[src/sv/horizontal_timing_char_fit_macros.svh]
// Assertion macros for the horizontal timing fit block.
// Each macro expects clk and rst_n in scope.
`ifndef HORIZONTAL_TIMING_CHAR_FIT_MACROS_SVH
`define HORIZONTAL_TIMING_CHAR_FIT_MACROS_SVH

// Same-cycle implication.
`define HTCF_ASSERT_NOW(lbl, ante, cons, msg) \
    lbl: assert property (@(posedge clk) disable iff (!rst_n) (ante) |-> (cons)) \
        else $error(msg);

// Next-cycle implication.
`define HTCF_ASSERT_NEXT(lbl, ante, cons, msg) \
    lbl: assert property (@(posedge clk) disable iff (!rst_n) (ante) |=> (cons)) \
        else $error(msg);

`endif

[src/sv/htcf_pkg.sv]
package htcf_pkg;

    // Field widths
    localparam int FREQ_W  = 18;
    localparam int WIDTH_W = 12;
    localparam int REG_W   = 15;
    localparam int END_W   = 12;
    localparam int PIX_W   = 14;

    // Line period in ps fits 40 bits (one second at most)
    localparam int LINE_W    = 40;
    localparam int MUL_SPLIT = 20;
    localparam int TGT_W     = 25;

    localparam logic [LINE_W-1:0] PS_PER_SECOND = 40'd1_000_000_000_000;
    localparam logic [TGT_W-1:0]  PS_PER_NS     = 25'd1000;
    localparam logic [TGT_W-1:0]  SLACK_PS      = 25'd200000;

    // Configuration register indexes
    localparam logic [1:0] CFG_FRONT_PORCH = 2'd0;
    localparam logic [1:0] CFG_SYNC_PULSE  = 2'd1;
    localparam logic [1:0] CFG_BACK_PORCH  = 2'd2;

    // Blanking count selects
    localparam logic [1:0] IDX_FP = 2'd0;
    localparam logic [1:0] IDX_SP = 2'd1;
    localparam logic [1:0] IDX_BP = 2'd2;

    typedef enum logic [1:0] {
        DSEL_LINE,
        DSEL_CELL
    } htcf_div_sel_t;

    typedef struct packed {
        logic          load;
        logic          div_start;
        htcf_div_sel_t div_sel;
        logic          line_take;
        logic          cell_take;
        logic          mul_lo;
        logic          mul_hi;
        logic          cmp;
        logic [1:0]    idx;
        logic          apply;
        logic          finish;
    } htcf_cmd_t;

    typedef struct packed {
        logic div_done;
        logic any_grow;
        logic last_pass;
    } htcf_stat_t;

endpackage

[src/sv/htcf_div.sv]
module htcf_div
    import htcf_pkg::*;
#(
    parameter int DVS_W = 18
)
(
    input  logic              clk,
    input  logic              rst_n,
    input  logic              start,
    input  logic [LINE_W-1:0] dividend,
    input  logic [DVS_W-1:0]  divisor,
    output logic              done,
    output logic [LINE_W-1:0] quotient
);

    localparam int CNT_W = $clog2(LINE_W + 1);

    logic             busy_reg;
    logic             done_reg;
    logic [CNT_W-1:0] cnt_reg;
    logic [DVS_W-1:0] rem_reg;
    logic [DVS_W-1:0] dvs_reg;
    logic [LINE_W-1:0] quo_reg;

    logic [DVS_W:0]   rem_shift;
    logic             take;
    logic [DVS_W:0]   rem_diff;

    // One restoring step: shift in the next dividend bit, subtract if it fits
    always_comb
    begin
        rem_shift = {rem_reg, quo_reg[LINE_W-1]};
        take      = (rem_shift >= {1'b0, dvs_reg});
        rem_diff  = rem_shift - {1'b0, dvs_reg};
    end

    // Sequence the bit steps
    always_ff @(posedge clk or negedge rst_n)
    begin
        if (!rst_n)
        begin
            busy_reg <= 1'b0;
            done_reg <= 1'b0;
            cnt_reg  <= '0;
        end
        else
        begin
            done_reg <= 1'b0;
            if (start)
            begin
                busy_reg <= 1'b1;
                cnt_reg  <= CNT_W'(LINE_W);
            end
            else if (busy_reg)
            begin
                cnt_reg <= cnt_reg - 1'b1;
                if (cnt_reg == CNT_W'(1))
                begin
                    busy_reg <= 1'b0;
                    done_reg <= 1'b1;
                end
            end
        end
    end

    // Hold remainder and quotient
    always_ff @(posedge clk)
    begin
        if (start)
        begin
            rem_reg <= '0;
            dvs_reg <= divisor;
            quo_reg <= dividend;
        end
        else if (busy_reg)
        begin
            rem_reg <= take ? rem_diff[DVS_W-1:0] : rem_shift[DVS_W-1:0];
            quo_reg <= {quo_reg[LINE_W-2:0], take};
        end
    end

    assign done     = done_reg;
    assign quotient = quo_reg;

endmodule

[src/sv/htcf_datapath.sv]
module htcf_datapath
    import htcf_pkg::*;
#(
    parameter int CELL_WIDTH = 8,
    parameter int MAX_PASSES = 64
)
(
    input  logic               clk,
    input  logic               rst_n,
    input  htcf_cmd_t          cmd,
    output htcf_stat_t         stat,
    input  logic [FREQ_W-1:0]  line_freq_hz,
    input  logic [WIDTH_W-1:0] active_width,
    input  logic [REG_W-1:0]   front_porch_ns,
    input  logic [REG_W-1:0]   sync_pulse_ns,
    input  logic [REG_W-1:0]   back_porch_ns,
    output logic               done,
    output logic [END_W-1:0]   active_end,
    output logic [PIX_W-1:0]   sync_start,
    output logic [PIX_W-1:0]   sync_end,
    output logic [PIX_W-1:0]   line_total,
    output logic               limit_hit
);

    localparam int CNT_W  = $clog2(MAX_PASSES + 2);
    localparam int PASS_W = $clog2(MAX_PASSES);
    localparam int TOT_W  = ((CNT_W > WIDTH_W) ? CNT_W : WIDTH_W) + 2;
    localparam int DVS_W  = (TOT_W > FREQ_W) ? TOT_W : FREQ_W;
    localparam int PROD_W = CNT_W + LINE_W;
    localparam int MP_W   = CNT_W + MUL_SPLIT;
    localparam int CMP_W  = PROD_W + 2;
    localparam int CW_W   = $clog2(CELL_WIDTH + 1);
    localparam int PX_W   = TOT_W + CW_W;
    localparam logic [PASS_W-1:0] PASS_LAST = PASS_W'(MAX_PASSES - 1);
    // Active cells by reciprocal multiply; five guard bits keep it exact
    // over the whole width range for cell widths up to 16
    localparam int ACT_SH  = WIDTH_W + 5;
    localparam int ACT_RCP = ((1 << ACT_SH) + CELL_WIDTH - 1) / CELL_WIDTH;
    localparam int ACT_PW  = WIDTH_W + ACT_SH + 1;

    logic [FREQ_W-1:0]  freq_reg;
    logic [WIDTH_W-1:0] act_reg;
    logic [LINE_W-1:0]  line_reg;
    logic [LINE_W-1:0]  cell_reg;
    logic [CNT_W-1:0]   fp_reg;
    logic [CNT_W-1:0]   sp_reg;
    logic [CNT_W-1:0]   bp_reg;
    logic [PASS_W-1:0]  pass_reg;
    logic               limit_reg;
    logic [2:0]         grow_reg;
    logic [PROD_W-1:0]  prod_reg;
    logic [PROD_W-1:0]  now_reg;
    logic [TGT_W-1:0]   tgt_reg;
    logic               done_reg;
    logic [END_W-1:0]   active_end_reg;
    logic [PIX_W-1:0]   sync_start_reg;
    logic [PIX_W-1:0]   sync_end_reg;
    logic [PIX_W-1:0]   line_total_reg;

    logic [ACT_PW-1:0]  act_prod;
    logic [TOT_W-1:0]   total;
    logic [LINE_W-1:0]  div_dividend;
    logic [DVS_W-1:0]   div_divisor;
    logic               div_done;
    logic [LINE_W-1:0]  div_q;
    logic [CNT_W-1:0]   cnt_sel;
    logic [REG_W-1:0]   tgt_ns_sel;
    logic [TGT_W-1:0]   tgt_ps;
    logic [MUL_SPLIT-1:0] mul_b;
    logic [MP_W-1:0]    mul_p;
    logic [PROD_W-1:0]  hi_add;
    logic               low_short;
    logic               near;
    logic               grow;
    logic [TOT_W-1:0]   sum_fp;
    logic [TOT_W-1:0]   sum_sp;
    logic [PX_W-1:0]    act_px;
    logic [PX_W-1:0]    fp_px;
    logic [PX_W-1:0]    sp_px;
    logic [PX_W-1:0]    tot_px;

    // Width times the cell reciprocal
    assign act_prod = ACT_PW'(active_width) * ACT_PW'(ACT_RCP);

    // Total cells on the line
    assign total = TOT_W'(act_reg) + TOT_W'(fp_reg) + TOT_W'(sp_reg) + TOT_W'(bp_reg);

    // Pick divider operands
    always_comb
    begin
        case (cmd.div_sel)
            DSEL_LINE:
            begin
                div_dividend = PS_PER_SECOND;
                div_divisor  = DVS_W'(freq_reg);
            end
            DSEL_CELL:
            begin
                div_dividend = line_reg;
                div_divisor  = DVS_W'(total);
            end
            default:
            begin
                div_dividend = line_reg;
                div_divisor  = DVS_W'(total);
            end
        endcase
    end

    htcf_div #(
        .DVS_W (DVS_W)
    ) u_div (
        .clk      (clk),
        .rst_n    (rst_n),
        .start    (cmd.div_start),
        .dividend (div_dividend),
        .divisor  (div_divisor),
        .done     (div_done),
        .quotient (div_q)
    );

    // Pick the count and target under test
    always_comb
    begin
        case (cmd.idx)
            IDX_FP:
            begin
                cnt_sel    = fp_reg;
                tgt_ns_sel = front_porch_ns;
            end
            IDX_SP:
            begin
                cnt_sel    = sp_reg;
                tgt_ns_sel = sync_pulse_ns;
            end
            IDX_BP:
            begin
                cnt_sel    = bp_reg;
                tgt_ns_sel = back_porch_ns;
            end
            default:
            begin
                cnt_sel    = bp_reg;
                tgt_ns_sel = back_porch_ns;
            end
        endcase
    end

    // Count times cell time, in two halves of the cell time
    always_comb
    begin
        mul_b  = cmd.mul_hi ? MUL_SPLIT'(cell_reg[LINE_W-1:MUL_SPLIT])
                            : cell_reg[MUL_SPLIT-1:0];
        mul_p  = MP_W'(cnt_sel) * MP_W'(mul_b);
        hi_add = PROD_W'(mul_p) << MUL_SPLIT;
        tgt_ps = TGT_W'(tgt_ns_sel) * PS_PER_NS;
    end

    // Grow when far short, or when one more cell lands nearer the target
    always_comb
    begin
        low_short = (CMP_W'(now_reg) + CMP_W'(SLACK_PS)) < CMP_W'(tgt_reg);
        near      = (cell_reg != '0) &&
                    (((CMP_W'(now_reg) << 1) + CMP_W'(cell_reg)) < (CMP_W'(tgt_reg) << 1));
        grow      = low_short || near;
    end

    // Pixel positions of the finished layout
    always_comb
    begin
        sum_fp = TOT_W'(act_reg) + TOT_W'(fp_reg);
        sum_sp = sum_fp + TOT_W'(sp_reg);
        act_px = PX_W'(act_reg) * PX_W'(CELL_WIDTH);
        fp_px  = PX_W'(sum_fp) * PX_W'(CELL_WIDTH);
        sp_px  = PX_W'(sum_sp) * PX_W'(CELL_WIDTH);
        tot_px = PX_W'(total) * PX_W'(CELL_WIDTH);
    end

    // Result strobe
    always_ff @(posedge clk or negedge rst_n)
    begin
        if (!rst_n)
        begin
            done_reg <= 1'b0;
        end
        else
        begin
            done_reg <= cmd.finish;
        end
    end

    // Working registers
    always_ff @(posedge clk)
    begin
        if (cmd.load)
        begin
            freq_reg  <= (line_freq_hz == '0) ? FREQ_W'(1) : line_freq_hz;
            act_reg   <= act_prod[ACT_SH +: WIDTH_W];
            fp_reg    <= CNT_W'(1);
            sp_reg    <= CNT_W'(1);
            bp_reg    <= CNT_W'(1);
            pass_reg  <= '0;
            limit_reg <= 1'b0;
        end
        if (cmd.line_take)
        begin
            line_reg <= div_q;
        end
        if (cmd.cell_take)
        begin
            cell_reg <= div_q;
        end
        if (cmd.mul_lo)
        begin
            prod_reg <= PROD_W'(mul_p);
            tgt_reg  <= tgt_ps;
        end
        if (cmd.mul_hi)
        begin
            now_reg <= prod_reg + hi_add;
        end
        if (cmd.cmp)
        begin
            case (cmd.idx)
                IDX_FP:  grow_reg[0] <= grow;
                IDX_SP:  grow_reg[1] <= grow;
                IDX_BP:  grow_reg[2] <= grow;
                default: grow_reg[2] <= grow;
            endcase
        end
        // Advance counts and the pass number; flag a pass cap that still moved
        if (cmd.apply)
        begin
            fp_reg   <= fp_reg + CNT_W'(grow_reg[0]);
            sp_reg   <= sp_reg + CNT_W'(grow_reg[1]);
            bp_reg   <= bp_reg + CNT_W'(grow_reg[2]);
            pass_reg <= pass_reg + 1'b1;
            if ((grow_reg != '0) && (pass_reg == PASS_LAST))
            begin
                limit_reg <= 1'b1;
            end
        end
        if (cmd.finish)
        begin
            active_end_reg <= act_px[END_W-1:0];
            sync_start_reg <= fp_px[PIX_W-1:0];
            sync_end_reg   <= sp_px[PIX_W-1:0];
            line_total_reg <= tot_px[PIX_W-1:0];
        end
    end

    assign stat.div_done  = div_done;
    assign stat.any_grow  = (grow_reg != '0);
    assign stat.last_pass = (pass_reg == PASS_LAST);

    assign done       = done_reg;
    assign active_end = active_end_reg;
    assign sync_start = sync_start_reg;
    assign sync_end   = sync_end_reg;
    assign line_total = line_total_reg;
    assign limit_hit  = limit_reg;

endmodule

[src/sv/htcf_ctrl.sv]
module htcf_ctrl
    import htcf_pkg::*;
(
    input  logic       clk,
    input  logic       rst_n,
    input  logic       start,
    input  htcf_stat_t stat,
    output htcf_cmd_t  cmd,
    output logic       busy
);

    typedef enum logic [3:0] {
        S_IDLE,
        S_LINE,
        S_LINE_W,
        S_CELL,
        S_CELL_W,
        S_MLO,
        S_MHI,
        S_CMP,
        S_APPLY,
        S_FIN
    } state_t;

    state_t     state_reg;
    state_t     state_next;
    logic [1:0] idx_reg;
    logic [1:0] idx_next;

    // Hold state and the count index
    always_ff @(posedge clk or negedge rst_n)
    begin
        if (!rst_n)
        begin
            state_reg <= S_IDLE;
            idx_reg   <= IDX_FP;
        end
        else
        begin
            state_reg <= state_next;
            idx_reg   <= idx_next;
        end
    end

    // Decode commands and the next state
    always_comb
    begin
        state_next  = state_reg;
        idx_next    = idx_reg;
        cmd         = '0;
        cmd.div_sel = DSEL_LINE;
        cmd.idx     = idx_reg;
        case (state_reg)
            S_IDLE:
            begin
                if (start)
                begin
                    cmd.load   = 1'b1;
                    state_next = S_LINE;
                end
            end
            S_LINE:
            begin
                cmd.div_start = 1'b1;
                cmd.div_sel   = DSEL_LINE;
                state_next    = S_LINE_W;
            end
            S_LINE_W:
            begin
                if (stat.div_done)
                begin
                    cmd.line_take = 1'b1;
                    state_next    = S_CELL;
                end
            end
            S_CELL:
            begin
                cmd.div_start = 1'b1;
                cmd.div_sel   = DSEL_CELL;
                state_next    = S_CELL_W;
            end
            S_CELL_W:
            begin
                if (stat.div_done)
                begin
                    cmd.cell_take = 1'b1;
                    idx_next      = IDX_FP;
                    state_next    = S_MLO;
                end
            end
            S_MLO:
            begin
                cmd.mul_lo = 1'b1;
                state_next = S_MHI;
            end
            S_MHI:
            begin
                cmd.mul_hi = 1'b1;
                state_next = S_CMP;
            end
            S_CMP:
            begin
                cmd.cmp = 1'b1;
                if (idx_reg == IDX_BP)
                begin
                    state_next = S_APPLY;
                end
                else
                begin
                    idx_next   = idx_reg + 2'd1;
                    state_next = S_MLO;
                end
            end
            S_APPLY:
            begin
                cmd.apply = 1'b1;
                if (!stat.any_grow || stat.last_pass)
                begin
                    state_next = S_FIN;
                end
                else
                begin
                    state_next = S_CELL;
                end
            end
            S_FIN:
            begin
                cmd.finish = 1'b1;
                state_next = S_IDLE;
            end
            default:
            begin
                state_next = S_IDLE;
            end
        endcase
    end

    assign busy = (state_reg != S_IDLE);

endmodule

[src/sv/horizontal_timing_char_fit.sv]
// Horizontal timing fit in character cells.
// Pulse start with line_freq_hz and active_width while busy is low; the beat is
// taken at that edge and busy rises. The block lays out the line in cells of
// CELL_WIDTH pixels, grows the front porch, sync and back porch counts pass by
// pass toward the porch targets, and then shows one result beat: done is high
// for exactly one cycle with active_end, sync_start, sync_end, line_total and
// limit_hit valid. The receiver cannot stall; the pixel results hold until the
// next item finishes, limit_hit until the next item is taken, and a new start
// is taken in the cycle done is high.
// An item takes from 1 to MAX_PASSES passes.
// Active cells come from a reciprocal multiply as the item is taken. The line
// period and the cell time of each pass run through one shared restoring
// divider at one quotient bit per cycle, 40 bits; the three count checks of a
// pass share one multiplier: low half, high half, then compare.
// The block works on one item at a time.
// Target registers are written through cfg_we, cfg_index and cfg_data; the user
// must do so only while the block is idle, which the block does not enforce;
// indexes beyond the last register are ignored. Reset (rst_n low, asynchronous)
// returns to idle and restores the default targets of 2000, 4700 and 5700 ns.
module horizontal_timing_char_fit
    import htcf_pkg::*;
#(
    parameter int CELL_WIDTH = 8,
    parameter int MAX_PASSES = 64
)
(
    input  logic               clk,
    input  logic               rst_n,
    input  logic               start,
    output logic               busy,
    input  logic [FREQ_W-1:0]  line_freq_hz,
    input  logic [WIDTH_W-1:0] active_width,
    output logic               done,
    output logic [END_W-1:0]   active_end,
    output logic [PIX_W-1:0]   sync_start,
    output logic [PIX_W-1:0]   sync_end,
    output logic [PIX_W-1:0]   line_total,
    output logic               limit_hit,
    input  logic               cfg_we,
    input  logic [1:0]         cfg_index,
    input  logic [REG_W-1:0]   cfg_data
);

`include "horizontal_timing_char_fit_macros.svh"

    logic [REG_W-1:0] front_porch_reg;
    logic [REG_W-1:0] sync_pulse_reg;
    logic [REG_W-1:0] back_porch_reg;

    htcf_cmd_t  cmd;
    htcf_stat_t stat;

    // Hold the porch targets
    always_ff @(posedge clk or negedge rst_n)
    begin
        if (!rst_n)
        begin
            front_porch_reg <= REG_W'(2000);
            sync_pulse_reg  <= REG_W'(4700);
            back_porch_reg  <= REG_W'(5700);
        end
        else if (cfg_we)
        begin
            case (cfg_index)
                CFG_FRONT_PORCH: front_porch_reg <= cfg_data;
                CFG_SYNC_PULSE:  sync_pulse_reg  <= cfg_data;
                CFG_BACK_PORCH:  back_porch_reg  <= cfg_data;
                default:
                begin
                end
            endcase
        end
    end

    htcf_ctrl u_ctrl (
        .clk   (clk),
        .rst_n (rst_n),
        .start (start),
        .stat  (stat),
        .cmd   (cmd),
        .busy  (busy)
    );

    htcf_datapath #(
        .CELL_WIDTH (CELL_WIDTH),
        .MAX_PASSES (MAX_PASSES)
    ) u_dp (
        .clk            (clk),
        .rst_n          (rst_n),
        .cmd            (cmd),
        .stat           (stat),
        .line_freq_hz   (line_freq_hz),
        .active_width   (active_width),
        .front_porch_ns (front_porch_reg),
        .sync_pulse_ns  (sync_pulse_reg),
        .back_porch_ns  (back_porch_reg),
        .done           (done),
        .active_end     (active_end),
        .sync_start     (sync_start),
        .sync_end       (sync_end),
        .line_total     (line_total),
        .limit_hit      (limit_hit)
    );

    // A result beat follows the end of a busy stretch
    `HTCF_ASSERT_NOW(a_done_after_busy, done, !busy && $past(busy), "done without a finished item")
    // An accepted start makes the block busy
    `HTCF_ASSERT_NEXT(a_start_busy, start && !busy, busy, "accepted start did not raise busy")
    // Each result beat is a lone pulse of done
    `HTCF_ASSERT_NEXT(a_done_pulse, done, !done, "done held for more than one cycle")
    // Divider start, apply and finish commands only issue while an item is at work
    `HTCF_ASSERT_NOW(a_cmd_busy, cmd.apply || cmd.finish || cmd.div_start, busy, "command while idle")

endmodule

[config.mk]
export PLATFORM = sky130hd
export DESIGN_NAME = horizontal_timing_char_fit
export DESIGN_NICKNAME = d
export VERILOG_FILES = /design/src/sv/htcf_pkg.sv /design/src/sv/htcf_div.sv /design/src/sv/htcf_datapath.sv /design/src/sv/htcf_ctrl.sv /design/src/sv/horizontal_timing_char_fit.sv
export VERILOG_INCLUDE_DIRS = /design/src /design/src/sv
export SDC_FILE = /design/constraint.sdc
export NUM_CORES = 1
export LEC_CHECK = 0
export BUFFER_PORTS_ARGS = -buffer_cell sky130_fd_sc_hd__buf_2
export CAP_MARGIN = 20
export CORE_ASPECT_RATIO = 0.8
export CORE_MARGIN = 5
export CORE_UTILIZATION = 57
export DETAILED_ROUTE_END_ITERATION = 6
export GPL_ROUTABILITY_DRIVEN = 0
export MAX_ROUTING_LAYER = met4
export PLACE_DENSITY = 0.77
export SYNTH_ARGS = -nofsm -noshare
export SYNTH_HDL_FRONTEND = slang
export SYNTH_SLANG_ARGS = --single-unit
[constraint.sdc]
create_clock -name clk -period 8.15 [get_ports clk]
set_input_delay 0.815 -clock clk [delete_from_list [all_inputs] [get_ports clk]]
set_output_delay 0.815 -clock clk [all_outputs]
set_load 0.05 [all_outputs]
### Yosys cells after proc, flatten, opt, wreduce, memory -nomap -nowiden

Index checks and enable logic that the tools add are counted.

* shifts and indexed selects: 0
* eq/ne operators: 19
* order comparisons: 3
* bitwise logic cells: 1
* divide/modulo/power cells: 0
* reduce and logical (&&, ||, !) cells: 25
* muxes and demuxes: 45
* multipliers: 2
* add/subtract/negate cells: 13

Operators by type and width (count)
* 40-bit 2-to-1 mux: 3
* 48-bit by 40-bit adder with 49-bit output: 1
* 49-bit by 25-bit < comparator with 1-bit output: 1
* 49-bit by 26-bit < comparator with 1-bit output: 1
* 47-bit by 18-bit adder with 48-bit output, second input constant: 1
* 27-bit by 47-bit adder with 47-bit output: 1
* 40-bit nonzero test: 1
* 4-bit case mux with 9 select lines: 1
* 15-bit case mux with 2 select lines: 1
* 14-bit by 7-bit adder with 14-bit output: 2
* 7-bit 2-to-1 mux: 4
* 7-bit by 20-bit multiplier with 27-bit output: 1
* 6-bit 2-to-1 mux: 4
* 15-bit by 7-bit multiplier with 22-bit output, second input constant: 1
* 7-bit by 1-bit adder with 7-bit output: 3
* 20-bit 2-to-1 mux: 1
* 4-bit 2-to-1 mux: 5
* 19-bit by 18-bit >= comparator with 1-bit output: 1
* 1-bit 2-to-1 mux: 19
* 18-bit logical NOT: 1
* 18-bit 2-to-1 mux: 1
* 18-bit subtractor: 1
* 4-bit by 3-bit == test with 1-bit output, second input constant: 4
* 14-bit 2-to-1 mux: 1
* 29 further kinds: 48

* register bits after elaboration: 412
* output and inout port bits: 57
* ROM bits: 0
* bits of input ports: 51
* memories kept: 0
* bits in writable memories: 0
* latch bits: 0

### Longest topological paths before layout

Gate-level depths: netlist (run 1).

* depth after elaboration: 5
* mapped depth: 29

### By module

Synthesis (run 1) repeated with hierarchy kept, for this count alone.

* cell total of the unflattened synthesis: 2658
* area total of the unflattened synthesis: 28881.4 um^2

By module, submodules not included
* htcf_datapath: area each 22272.6 um^2, instances 1, cells each 2123
* htcf_div: area each 4391.7 um^2, instances 1, cells each 381
* horizontal_timing_char_fit: area each 1725.4 um^2, instances 1, cells each 96
* htcf_ctrl: area each 491.7 um^2, instances 1, cells each 58

### Least setup slack after synthesis (run 1)

OpenSTA, ideal clock, no wires.

* path type: reg-to-reg
* from: register u_ctrl.state_reg[3]
* to: register u_dp.now_reg[45], data pin
* cell stages (with the launch flop): 27
* slack: -382 ps
* path buffers: 2
* data arrival time: 8267 ps
* cells stage by stage: dfrtp_1 > clkbuf_1 > nand2b_1 > nor3b_1 > clkbuf_1 > mux2i_1 > or2_2 > fa_1 > fa_1 > inv_1 > fa_1 > inv_1 > fa_1 > inv_1 > ha_1 > a21oi_1 > inv_1 > o21ai_1 > a21oi_1 > o21a_1 > a211oi_1 > o21ai_1 > a21oi_1 > nor2_1 > o32ai_1 > nor3_1 > xnor2_1

* cells in the longest elaborated chain, start to end: 5

Ends and longest elaborated chain
* from (decl): line htcf_ctrl.sv:25 `state_t state_reg;`
* from (signal assigned): line htcf_ctrl.sv:40 `state_reg <= state_next;`
* 4-bit by 3-bit == test with 1-bit output: line htcf_ctrl.sv:53 `case (state_reg)`
* 1-bit 2-to-1 mux: line htcf_ctrl.sv:53
* 20-bit 2-to-1 mux: line htcf_datapath.sv:152 `mul_b = cmd.mul_hi ? MUL_SPLIT'(cell_reg[LINE_W-1:MUL_SPLIT])`
* 7-bit by 20-bit multiplier with 27-bit output: line htcf_datapath.sv:154 `mul_p = MP_W'(cnt_sel) * MP_W'(mul_b);`
* 27-bit by 47-bit adder with 47-bit output: line htcf_datapath.sv:220 `now_reg <= prod_reg + hi_add;`
* to (signal assigned): line htcf_datapath.sv:220
* to (decl): line htcf_datapath.sv:52 `logic [PROD_W-1:0] now_reg;`

No other way between the ends.
A chain may end at the register's enable or synchronous reset.

### Worst setup path in the final report (run 1)

Same ends and word-level chain as after synthesis.

==> results of run 1 <==
-- power by group through the flow --
| stage | clock network, mW | registers, mW | logic [mW] |
|---|---|---|---|
| 2_1_floorplan | 0 | 2.56 | 2.27 |
| 3_3_place_gp | 0 | 2.57 | 2.72 |
| 3_5_place_dp | 0 | 2.57 | 2.80 |
| 4_1_cts | 1.99 | 2.53 | 2.82 |
| 5_1_grt | 2.08 | 2.53 | 3.20 |
| 6_report | 1.96 | 2.53 | 2.82 |
-- cell type report --
cell class / instances / area [um^2] / share of cell area
sequential: 411 / 11870 / 0.3864
tap: 629 / 787.0 / 0.02561
clock buffer: 60 / 1222 / 0.03978
inverter: 264 / 991.0 / 0.03225
multi-input combinational: 1784 / 14840 / 0.4830
timing repair buffer: 131 / 820.8 / 0.02671
clock inverter: 20 / 192.7 / 0.006271
-- cell usage in the layout, fill, tap and decap left out, types with 24 or more instances in the layout --
| cell type | synthesis | routed |
|---|---|---|
| inv_1 | 264 | 264 |
| a21oi_1 | 118 | 118 |
| a21o_1 | 61 | 61 |
| a22o_1 | 49 | 49 |
| mux2_2 | 55 | 55 |
| nand2_1 | 143 | 143 |
| nand2b_1 | 43 | 43 |
| fa_1 | 145 | 145 |
| o21ai_0 | 82 | 82 |
| o21bai_1 | 29 | 29 |
| ha_1 | 235 | 235 |
| mux2i_1 | 36 | 36 |
| nor3_1 | 29 | 28 |
| buf_2 | 3 | 91 |
| nand4_1 | 33 | 33 |
| xor2_1 | 59 | 59 |
| nor2b_1 | 26 | 26 |
| nor2_1 | 214 | 210 |
| nand3_1 | 47 | 47 |
| edfxtp_1 | 332 | 332 |
| clkbuf_16 | 0 | 45 |
| dfrtp_1 | 43 | 43 |
| buf_4 | 13 | 36 |
| xnor2_1 | 103 | 103 |
| and2_1 | 24 | 24 |
-- worst reg2reg max path: stages, from the launching register on --
cell	delay, ns
dfrtp_1	0.48
nand2b_1	0.26
nor3b_2	0.26
buf_12	0.35
mux2i_1	0.20
buf_4	0.18
or2_2	0.30
fa_1	0.51
fa_1	0.55
inv_1	0.06
fa_1	0.54
inv_1	0.06
fa_1	0.54
inv_1	0.04
ha_1	0.32
a21oi_1	0.23
inv_1	0.06
o21ai_1	0.21
a21oi_1	0.19
o21a_1	0.23
a211oi_1	0.38
o21ai_1	0.20
a21oi_1	0.18
nor2_1	0.05
o32ai_1	0.62
nor3_1	0.17
xnor2_1	0.17
-- cells in the mapped netlist (12+ instances only) --
| master | n | share of area |
|---|---|---|
| edfxtp_1 | 332 | 0.36 |
| inv_1 | 264 | 0.035 |
| ha_1 | 235 | 0.10 |
| nor2_1 | 214 | 0.029 |
| fa_1 | 145 | 0.10 |
| nand2_1 | 143 | 0.019 |
| a21oi_1 | 118 | 0.021 |
| xnor2_1 | 103 | 0.032 |
| o21ai_0 | 82 | 0.015 |
| clkbuf_1 | 77 | 0.010 |
| a21o_1 | 61 | 0.016 |
| xor2_1 | 59 | 0.018 |
| mux2_2 | 55 | 0.022 |
| a22o_1 | 49 | 0.015 |
| nand3_1 | 47 | 0.0084 |
| dfrtp_1 | 43 | 0.038 |
| nand2b_1 | 43 | 0.0096 |
| mux2i_1 | 36 | 0.013 |
| nand4_1 | 33 | 0.0074 |
| nor3_1 | 29 | 0.0052 |
| o21bai_1 | 29 | 0.0078 |
| nor2b_1 | 26 | 0.0058 |
| and2_1 | 24 | 0.0054 |
| nor4_1 | 23 | 0.0051 |
| dfxtp_1 | 19 | 0.014 |
| and3_1 | 17 | 0.0038 |
| dfstp_2 | 17 | 0.016 |
| o21a_1 | 16 | 0.0043 |
| o22a_1 | 14 | 0.0044 |
| buf_4 | 13 | 0.0035 |
| a211oi_1 | 12 | 0.0032 |
-- kinds of logic (layout without fill, tap and decap cells) --
kind of cell,Yosys count,after routing,synth area share
and+or+nand+nor,659,659,0.1151
AOI/OAI and AO/OA,478,478,0.1170
DFF,411,411,0.4237
adders and majority gates,380,380,0.2085
buffers and inverters,358,475,0.04983
xor gates and xnor gates,162,162,0.05064
muxes,91,91,0.03496
other,1,14,0.0001338
-- metal layers --
layer / up-vias / wire (um) / part of all wire
li1: 9145 / - / -
met1: 9777 / 28660 / 0.43
met2: 838 / 29850 / 0.45
met3: 126 / 6256 / 0.094
met4: 0 / 1656 / 0.025
met5: - / 0 / 0
-- timing repair --
| action | in CTS | in global routing |
|---|---|---|
| hold endpoints to repair | 0 | 0 |
| setup endpoints to repair | 0 | 1 |
| resized for setup | 0 | 2 |
-- how the worst max path moves through the flow --
stage | startpoint | to | cells after the start
floorplan | u_ctrl.state_reg[3] | u_dp.now_reg[46] | 25
global placement | u_ctrl.state_reg[3] | u_dp.now_reg[45] | 25
detailed placement | u_ctrl.state_reg[3] | u_dp.now_reg[45] | 25
CTS | u_ctrl.state_reg[3] | u_dp.now_reg[45] | 25
global route | u_ctrl.state_reg[2] | u_dp.now_reg[45] | 25
finish | u_ctrl.state_reg[3] | u_dp.now_reg[45] | 26
-- through the flow --
step           instance area, um^2  setup WS [ns]  hold slack [ns]
2_1_floorplan                28070         0.6013           0.4003
4_1_cts                      30650         0.4186           0.4007
6_report                     30730         0.5350           0.4168
5_1_grt                      30730         0.1229           0.4166
3_5_place_dp                 29230         0.5560           0.4045
3_3_place_gp                 29230         0.7399           0.4011
==> impl_results.md, run 1 <==
* Core area at 48,470 um^2
* Layout Skew at 0.01412 ns
* Total of max-cap violations at 0
* Reg2reg end: u_dp.now_reg[45]
* Crit path max-delay family: adder cells
* Synth warn at 0
* GRT Util Overall at 0.2507
* Placed Cells incl. Taps at 3,216
* Clk pwr share at 0.268
* Hold_buf cts at 0
* Critical path's slowest cell: o32ai_1
* Worst Path Max Fanout at 68
* Hold Path Sink: u_dp.now_reg[16]
* Final min period at 7.615 ns
* Total die area at 53,720 um^2
* Maximum clock frequency at 131.3 MHz
* Register share of total power at 0.346
* Hold path depth at 0
* DPL Wire Length at 50.54 mm
* Initial core utilization at 0.5781
* Post-CTS Setup Repair Bufs at 0
* Final period utilization at 0.9344
* Die height at 208.3 um
* HP Class: reg2reg
* Overflow after GRT at 0
* Root Buffer: clkbuf_16
* Largest net degree at the start of global routing at 69
* Reg2reg setup slack at 0.54 ns
* Sequential fraction of the synthesis area at 0.4237
* CTS tree: done
* Final Hold Vio Count at 0
* Final Non-Filler Cells at 3,299
* Die X at 257.9 um
* Most used flip-flop cell after synthesis: edfxtp_1
* M3 GR Usage at 0.04558
* GR Util met1 at 0.3623
* Final setup vio count at 0
* Sw frac at 0.3206
* Outcome: complete, no violations
* DR vias at 19.89k
* Pwr/cell area at 237.7 nW/um^2
* Netlist cell types at 89
* Number of global-route vias before repair at 19.88k
* H-tree lvl count at 2
* Setup crit end kind: register
* Leak Pwr at 13.02 nW
* CTS Sinks at 411
* Max Slew Vio Count at 0
* Vias per cell at 6.028
* Initial DRC Count at 1,967
* Global-route wire length before repair at 105.8 mm
* Buffers on Ports at 91
* Max FFs per register at 47
* Combinational power share at 0.385
* Setup CP Type: reg2reg
* Number of placement rows at 72
* Most used routing layer: met2
* Worst-case clock buffer depth at 3
* Worst-margin pin slew at 1.133 ns
* Flops & latches, synth at 411
* Initial antenna violation count at 0
* Hold Crit Start: u_dp.prod_reg[16]
* Pwr Total at 7.306 mW
* Async SR Flop Fraction at 0.1460
* Synthesis-to-layout area growth at 9.668%
* Layout Utilization at 0.6340
* CP arrival at 7.90 ns
* I/O Pins at 108
* Relative slew slack at 0.2386
* TritonCTS Buffers at 43
* RR Startpoint: u_ctrl.state_reg[3]
* Worst vdd ir at 449.3 uV
* Iteration count of the initial detailed-routing pass at 6
* Residual DRC at 0
* Layout fillers at 3,652
* CP peak stage delay at 0.62 ns
* Final net count at 3,066
* Met2 Usage GRT at 0.3703
* Antenna Cells at 0
* Clk_lat worst skew at 0.56 ns
* Share of cells above drive strength 1 at 0.1161
* Unrepaired setup endpoints after global routing: no
* Drt wl/cell at 20.13 um
* Final wirelength at 66.42 mm
* CP bufs+invs at 6
* Critical path required time at 8.44 ns
* Reg2Reg Depth at 26
* Post-detailed-route count of antenna-violating nets at 0
* Clock transition at path regs at 0.06 ns
* Int Power at 4.964 mW
* Post-route setup TNS at 0 ns
* Synthesized area at 28,020 um^2
* Mean Syn Cell Area at 11.03 um^2
* CP startpoint kind: register
* Net switching power at 2.342 mW
* Synth Instances at 2,540
* EDFF count, synth at 332
No activity file was read; power rests on OpenSTA's default activity.
==> inputs of run 2 (changes only) <==
==> constraint.sdc (replaced) <==
create_clock -name clk -period 8.15 [get_ports clk]
set_input_delay 1.2225 -clock clk [delete_from_list [all_inputs] [get_ports clk]]
set_output_delay 1.2225 -clock clk [all_outputs]
set_load 0.05 [all_outputs]
==> run 2 against run 1 <==
Critical path depth fell by 1. Highest routed layer unchanged. Total power rose by 0.40%. Die area did not move. Clock skew rose by 0.014 ns. Sequential power barely moved. Critical path type unchanged. Sequential cell count did not move. Largest power group unchanged. First-iteration DRC count rose by 2.8%.
==> impl_results.md, run 2 (same netlist as run 1, synthesis figures left out) <==
* Total of max-cap violations at 0
* Iteration count of the initial detailed-routing pass at 5
* DR vias at 19.77k
* Worst-margin pin slew at 1.050 ns
* Global-route wire length before repair at 105.8 mm
* Share of cells above drive strength 1 at 0.1144
* Pwr/cell area at 238.9 nW/um^2
* Reg area at 11,870 um^2
* Antenna Cells at 0
* Max FFs per register at 47
* H-tree lvl count at 2
* Final setup vio count at 0
* Root Buffer: clkbuf_16
* Total die area at 53,720 um^2
* Placed Area at 29,230 um^2
* CP arrival at 8.05 ns
* Multi-input logic area at 14,830 um^2
* DPL Wire Length at 50.32 mm
* Number of global-route vias before repair at 19.61k
* Buffers on Ports at 91
* GRT Util Overall at 0.2503
* Die height at 208.3 um
* HP Class: reg2reg
* Post-route setup TNS at 0 ns
* Vias per cell at 6.002
* Synthesis-to-layout area growth at 9.570%
* Worst vdd ir at 580.4 uV
* Die X at 257.9 um
* Core area at 48,470 um^2
* Post-CTS Setup Repair Bufs at 0
* Relative slew slack at 0.3003
* Initial core utilization at 0.5781
* Final net count at 3,065
* CTS tree: done
* Layout Skew at 0.02817 ns
* Initial antenna violation count at 0
* Layout fillers at 3,645
* Final min period at 7.747 ns
* Final Hold Vio Count at 0
* Final instance area at 30,700 um^2
* Number of placement rows at 72
* Hold_buf cts at 0
* CTS Sinks at 411
* Post_cts resized at 0
* Post-detailed-route count of antenna-violating nets at 0
* Final wirelength at 66.47 mm
* Leak Pwr at 13.01 nW
* Clk_lat worst skew at 0.59 ns
* Initial DRC Count at 2,022
* Max Slew Vio Count at 0
* Setup CP Type: reg2reg
* Drt wl/cell at 20.18 um
* Critical path required time at 8.46 ns
* Most common cell after layout, fill and taps aside: edfxtp_1
* Residual DRC at 0
* Setup crit end kind: register
* Most frequent cells in the layout: edfxtp_1 (332), inv_1 (264), ha_1 (235)
* Final period utilization at 0.9506
* TritonCTS Buffers at 42
* Worst Path Max Fanout at 68
* Clock transition at path regs at 0.06 ns
* Overflow after GRT at 0
* Unrepaired setup endpoints after global routing: no
* I/O Pins at 108
* CP startpoint kind: register
* Outcome: complete, no violations
* Worst-case clock buffer depth at 3
* Maximum clock frequency at 129.1 MHz
* Largest net degree at the start of global routing at 69
## run 2: cell count changes in the layout (fill, tap and decap cells not counted), moves of 2 or more
cell	change
clkbuf_1	-3
clkbuf_16	-3
bufinv_16	+2
clkbuf_8	-2
inv_16	+2
## run 2: final cells by class
class                   instances  share of cell area
repair buffers                131             0.02674
flip-flops and latches        411              0.3867
multi-input cells            1784              0.4832
well taps                     629             0.02563
clock buffers                  52             0.03611
inverters                     264             0.03228
clock inverters                23            0.009333
## run 2: path summary, 6_finish.rpt
path,start,to,slack (ns),cells past startpoint
setup / recovery,u_ctrl.state_reg[3],u_dp.now_reg[45],0.40,25
hold reg to reg,u_dp.prod_reg[4],u_dp.now_reg[4],0.41,0
min in group asynchronous,rst_n,back_porch_reg[8],0.83,2
setup reg to reg,u_ctrl.state_reg[3],u_dp.now_reg[45],0.40,25
max in group asynchronous,rst_n,u_ctrl.state_reg[0],6.77,2
hold / removal,u_dp.prod_reg[4],u_dp.now_reg[4],0.41,0
## run 2: through the flow
stage | instances | hold slack (ns) | power (mW) | worst slack [ns] | util
2_1_floorplan | 2553 | 0.4003 | 4.833 | 0.6013 | -
3_3_place_gp | 3216 | 0.4003 | 5.273 | 0.7412 | 0.6031
5_1_grt | 3294 | 0.4217 | 7.842 | 0.01650 | 0.6334
4_1_cts | 3291 | 0.4055 | 7.352 | 0.5335 | 0.6319
6_report | 3294 | 0.4071 | 7.334 | 0.4026 | 0.6334
3_5_place_dp | 3216 | 0.4045 | 5.385 | 0.5961 | 0.6031
## run 2: worst max-delay path: stages, from the launching register on
cell and delay [ns]:
dfrtp_1 0.48, nand2b_1 0.27, nor3b_2 0.26, buf_12 0.34, mux2i_1 0.15, buf_4 0.18, or2_2 0.30, fa_1 0.50
fa_1 0.57, inv_1 0.08, fa_1 0.54, inv_1 0.05, fa_1 0.53, inv_1 0.04, ha_1 0.32, nand2_1 0.10
o211a_1 0.27, nor3b_1 0.40, o21ai_0 0.14, a21boi_1 0.31, nand4bb_1 0.19, or3_1 0.47, nor2_1 0.41, nand2_1 0.18
nor3_1 0.24, xnor2_1 0.10
## run 2: power by group
part / switching (mW) / total (mW) / internal (mW)
Combinational: 1.53 / 2.85 / 1.32
Clock: 0.823 / 1.96 / 1.14
Sequential: 0.0219 / 2.53 / 2.51
Total: 2.38 / 7.33 / 4.96
## run 2: metal layers
| metal | global-route usage | share of wire | up-vias |
|---|---|---|---|
| met3 | 0.04279 | 0.087 | 99 |
| li1 | - | - | 9137 |
| met2 | 0.3737 | 0.45 | 777 |
| met5 | - | 0 | - |
| met1 | 0.3637 | 0.44 | 9758 |
| met4 | 0.05872 | 0.019 | 0 |
==> inputs of run 3 (changes only) <==
--- a/config.mk
+++ b/config.mk
@@ -8,9 +8,11 @@
 export LEC_CHECK = 0
 export BUFFER_PORTS_ARGS = -buffer_cell sky130_fd_sc_hd__buf_2
 export CAP_MARGIN = 20
+export CELL_PAD_IN_SITES_DETAIL_PLACEMENT = 0
+export CELL_PAD_IN_SITES_GLOBAL_PLACEMENT = 1
 export CORE_ASPECT_RATIO = 0.8
 export CORE_MARGIN = 5
-export CORE_UTILIZATION = 57
+export CORE_UTILIZATION = 46
 export DETAILED_ROUTE_END_ITERATION = 6
 export GPL_ROUTABILITY_DRIVEN = 0
 export MAX_ROUTING_LAYER = met4
==> run 3 against run 2 <==
First-iteration DRC count decreased by 23%. Wire length increased by 2.6%. The run now ends with DRC left. Largest cell class unchanged. Highest routed layer unchanged. Total power increased by 1.9%. Count of clock-buffer cells in the layout decreased by 2. Sequential cell count unchanged. Non-clock buffer count increased by 4.
==> impl_results.md, run 3 (same netlist as run 1, synthesis figures left out) <==
* Final Non-Filler Cells at 3,458
* I/O Pins at 108
* Reg area at 11,870 um^2
* Max FFs per register at 47
* CTS Sinks at 411
* Maximum clock frequency at 129.3 MHz
* Most common cell after layout, fill and taps aside: edfxtp_1
* Vias per cell at 5.606
* Share of cells above drive strength 1 at 0.1188
* HP Class: reg2reg
* Drt wl/cell at 19.71 um
* Reg2Reg Depth at 24
* Final instance area at 31,060 um^2
* Relative slew slack at 0.2617
* Initial antenna violation count at 1
* Net switching power at 2.426 mW
* Number of global-route vias before repair at 19.25k
* Synthesis-to-layout area growth at 10.85%
* CP arrival at 8.05 ns
* Total die area at 65,980 um^2
* Initial DRC Count at 1,550
* Placed Cells incl. Taps at 3,370
* Worst Path Max Fanout at 37
* Final wirelength at 68.17 mm
* Outcome: finished with violations
* Worst vdd ir at 511.5 uV
* Post_cts resized at 0
* Clk pwr share at 0.281
* Failing checks: DRC
* Layout Skew at 0.01518 ns
* Setup crit end kind: register
* Leak Pwr at 13.10 nW
* Final hold slack at 0.4157 ns
* Final net count at 3,072
* Iteration count of the initial detailed-routing pass at 7
* Residual DRC at 1
* Register share of total power at 0.338
* Final period utilization at 0.9490
* Final min period at 7.734 ns
* Combinational power share at 0.381
* Sw frac at 0.3245
* DPL Wire Length at 52.45 mm
* Largest net degree at the start of global routing at 61
* Total of max-cap violations at 0
* TritonCTS Buffers at 45
* DR vias at 19.39k
* Clk_lat worst skew at 0.59 ns
* Post-CTS Setup Repair Bufs at 0
* Post-route setup TNS at 0 ns
* Setup CP Type: reg2reg
* Global-route wire length before repair at 107.5 mm
* Final setup vio count at 0
* CP startpoint kind: register
* Final Hold Vio Count at 0
* Number of placement rows at 80
* Buffers on Ports at 91
* Critical path required time at 8.47 ns
* GRT Util Overall at 0.2101
* Worst-margin pin slew at 1.099 ns
* Die X at 285.9 um
* Layout fillers at 5,214
* Most frequent cells in the layout: edfxtp_1 (332), inv_1 (264), ha_1 (235)
* Post-detailed-route count of antenna-violating nets at 0
* Hold path depth at 0
* Unrepaired setup endpoints after global routing: no
* Pwr/cell area at 240.7 nW/um^2
* Clock transition at path regs at 0.06 ns
* Hold_buf cts at 0
* Overflow after GRT at 0
* Worst-case clock buffer depth at 3
* Root Buffer: clkbuf_16
* Initial core utilization at 0.4673
* Int Power at 5.050 mW
* CTS tree: done
* Multi-input logic area at 14,830 um^2
* Die height at 230.7 um
* H-tree lvl count at 2
* Core area at 59,960 um^2
* Placed Area at 29,450 um^2
* Max Slew Vio Count at 0
[run 3: worst max-delay path, cell delays in order, from the launching register on]
cell,delay [ns]
dfrtp_1,0.48
nand2b_1,0.28
nor3b_2,0.30
buf_12,0.27
mux2i_1,0.69
nor2_1,0.13
fa_1,0.51
inv_1,0.06
fa_1,0.53
inv_1,0.06
fa_1,0.54
inv_1,0.06
fa_1,0.52
inv_1,0.04
ha_1,0.35
a2111oi_0,0.54
nor2b_1,0.10
a21oi_1,0.21
a21oi_1,0.09
a2111oi_0,0.62
o21bai_1,0.12
a21o_1,0.21
xnor2_1,0.43
nor3_1,0.14
xor2_1,0.16
[run 3: worst paths after layout]
path | start | end | slack [ns]
max in group asynchronous | rst_n | u_dp.u_div.cnt_reg[3] | 6.78
setup / recovery | u_ctrl.state_reg[3] | u_dp.now_reg[46] | 0.42
setup reg to reg | u_ctrl.state_reg[3] | u_dp.now_reg[46] | 0.42
hold / removal | u_dp.prod_reg[3] | u_dp.now_reg[3] | 0.42
min in group asynchronous | rst_n | front_porch_reg[11] | 0.82
hold reg to reg | u_dp.prod_reg[3] | u_dp.now_reg[3] | 0.42
[run 3: per-stage QoR]
stage,setup slack (ns),power [mW],util
2_1_floorplan,0.6013,4.833,-
3_3_place_gp,0.6927,5.332,0.4912
3_5_place_dp,0.5505,5.416,0.4912
4_1_cts,0.5110,7.537,0.5167
5_1_grt,0.01764,8.021,0.5179
6_report,0.4156,7.477,0.5180
[run 3: layout make-up]
cell class / instances / share of cell area
clock buffers: 50 / 0.03718
diodes: 3 / 0.0002417
clock inverters: 32 / 0.01204
well taps: 779 / 0.03138
flip-flops and latches: 411 / 0.3822
multi-input cells: 1784 / 0.4776
repair buffers: 135 / 0.02739
inverters: 264 / 0.03190
[run 3: power by group through the flow]
stage	sequential, mW	clock [mW]	combinational, mW
after floorplan	2.56	0	2.27
after global placement	2.57	0	2.77
after detailed placement	2.57	0	2.85
after CTS	2.53	2.15	2.86
after global routing	2.53	2.25	3.24
final	2.53	2.10	2.85
[run 3: layer usage]
metal	wire length (um)	vias up	track usage
li1	-	9159	-
met1	32780	9637	0.3141
met2	29790	520	0.3027
met3	4563	70	0.03856
met4	1036	0	0.04165
met5	0	-	-
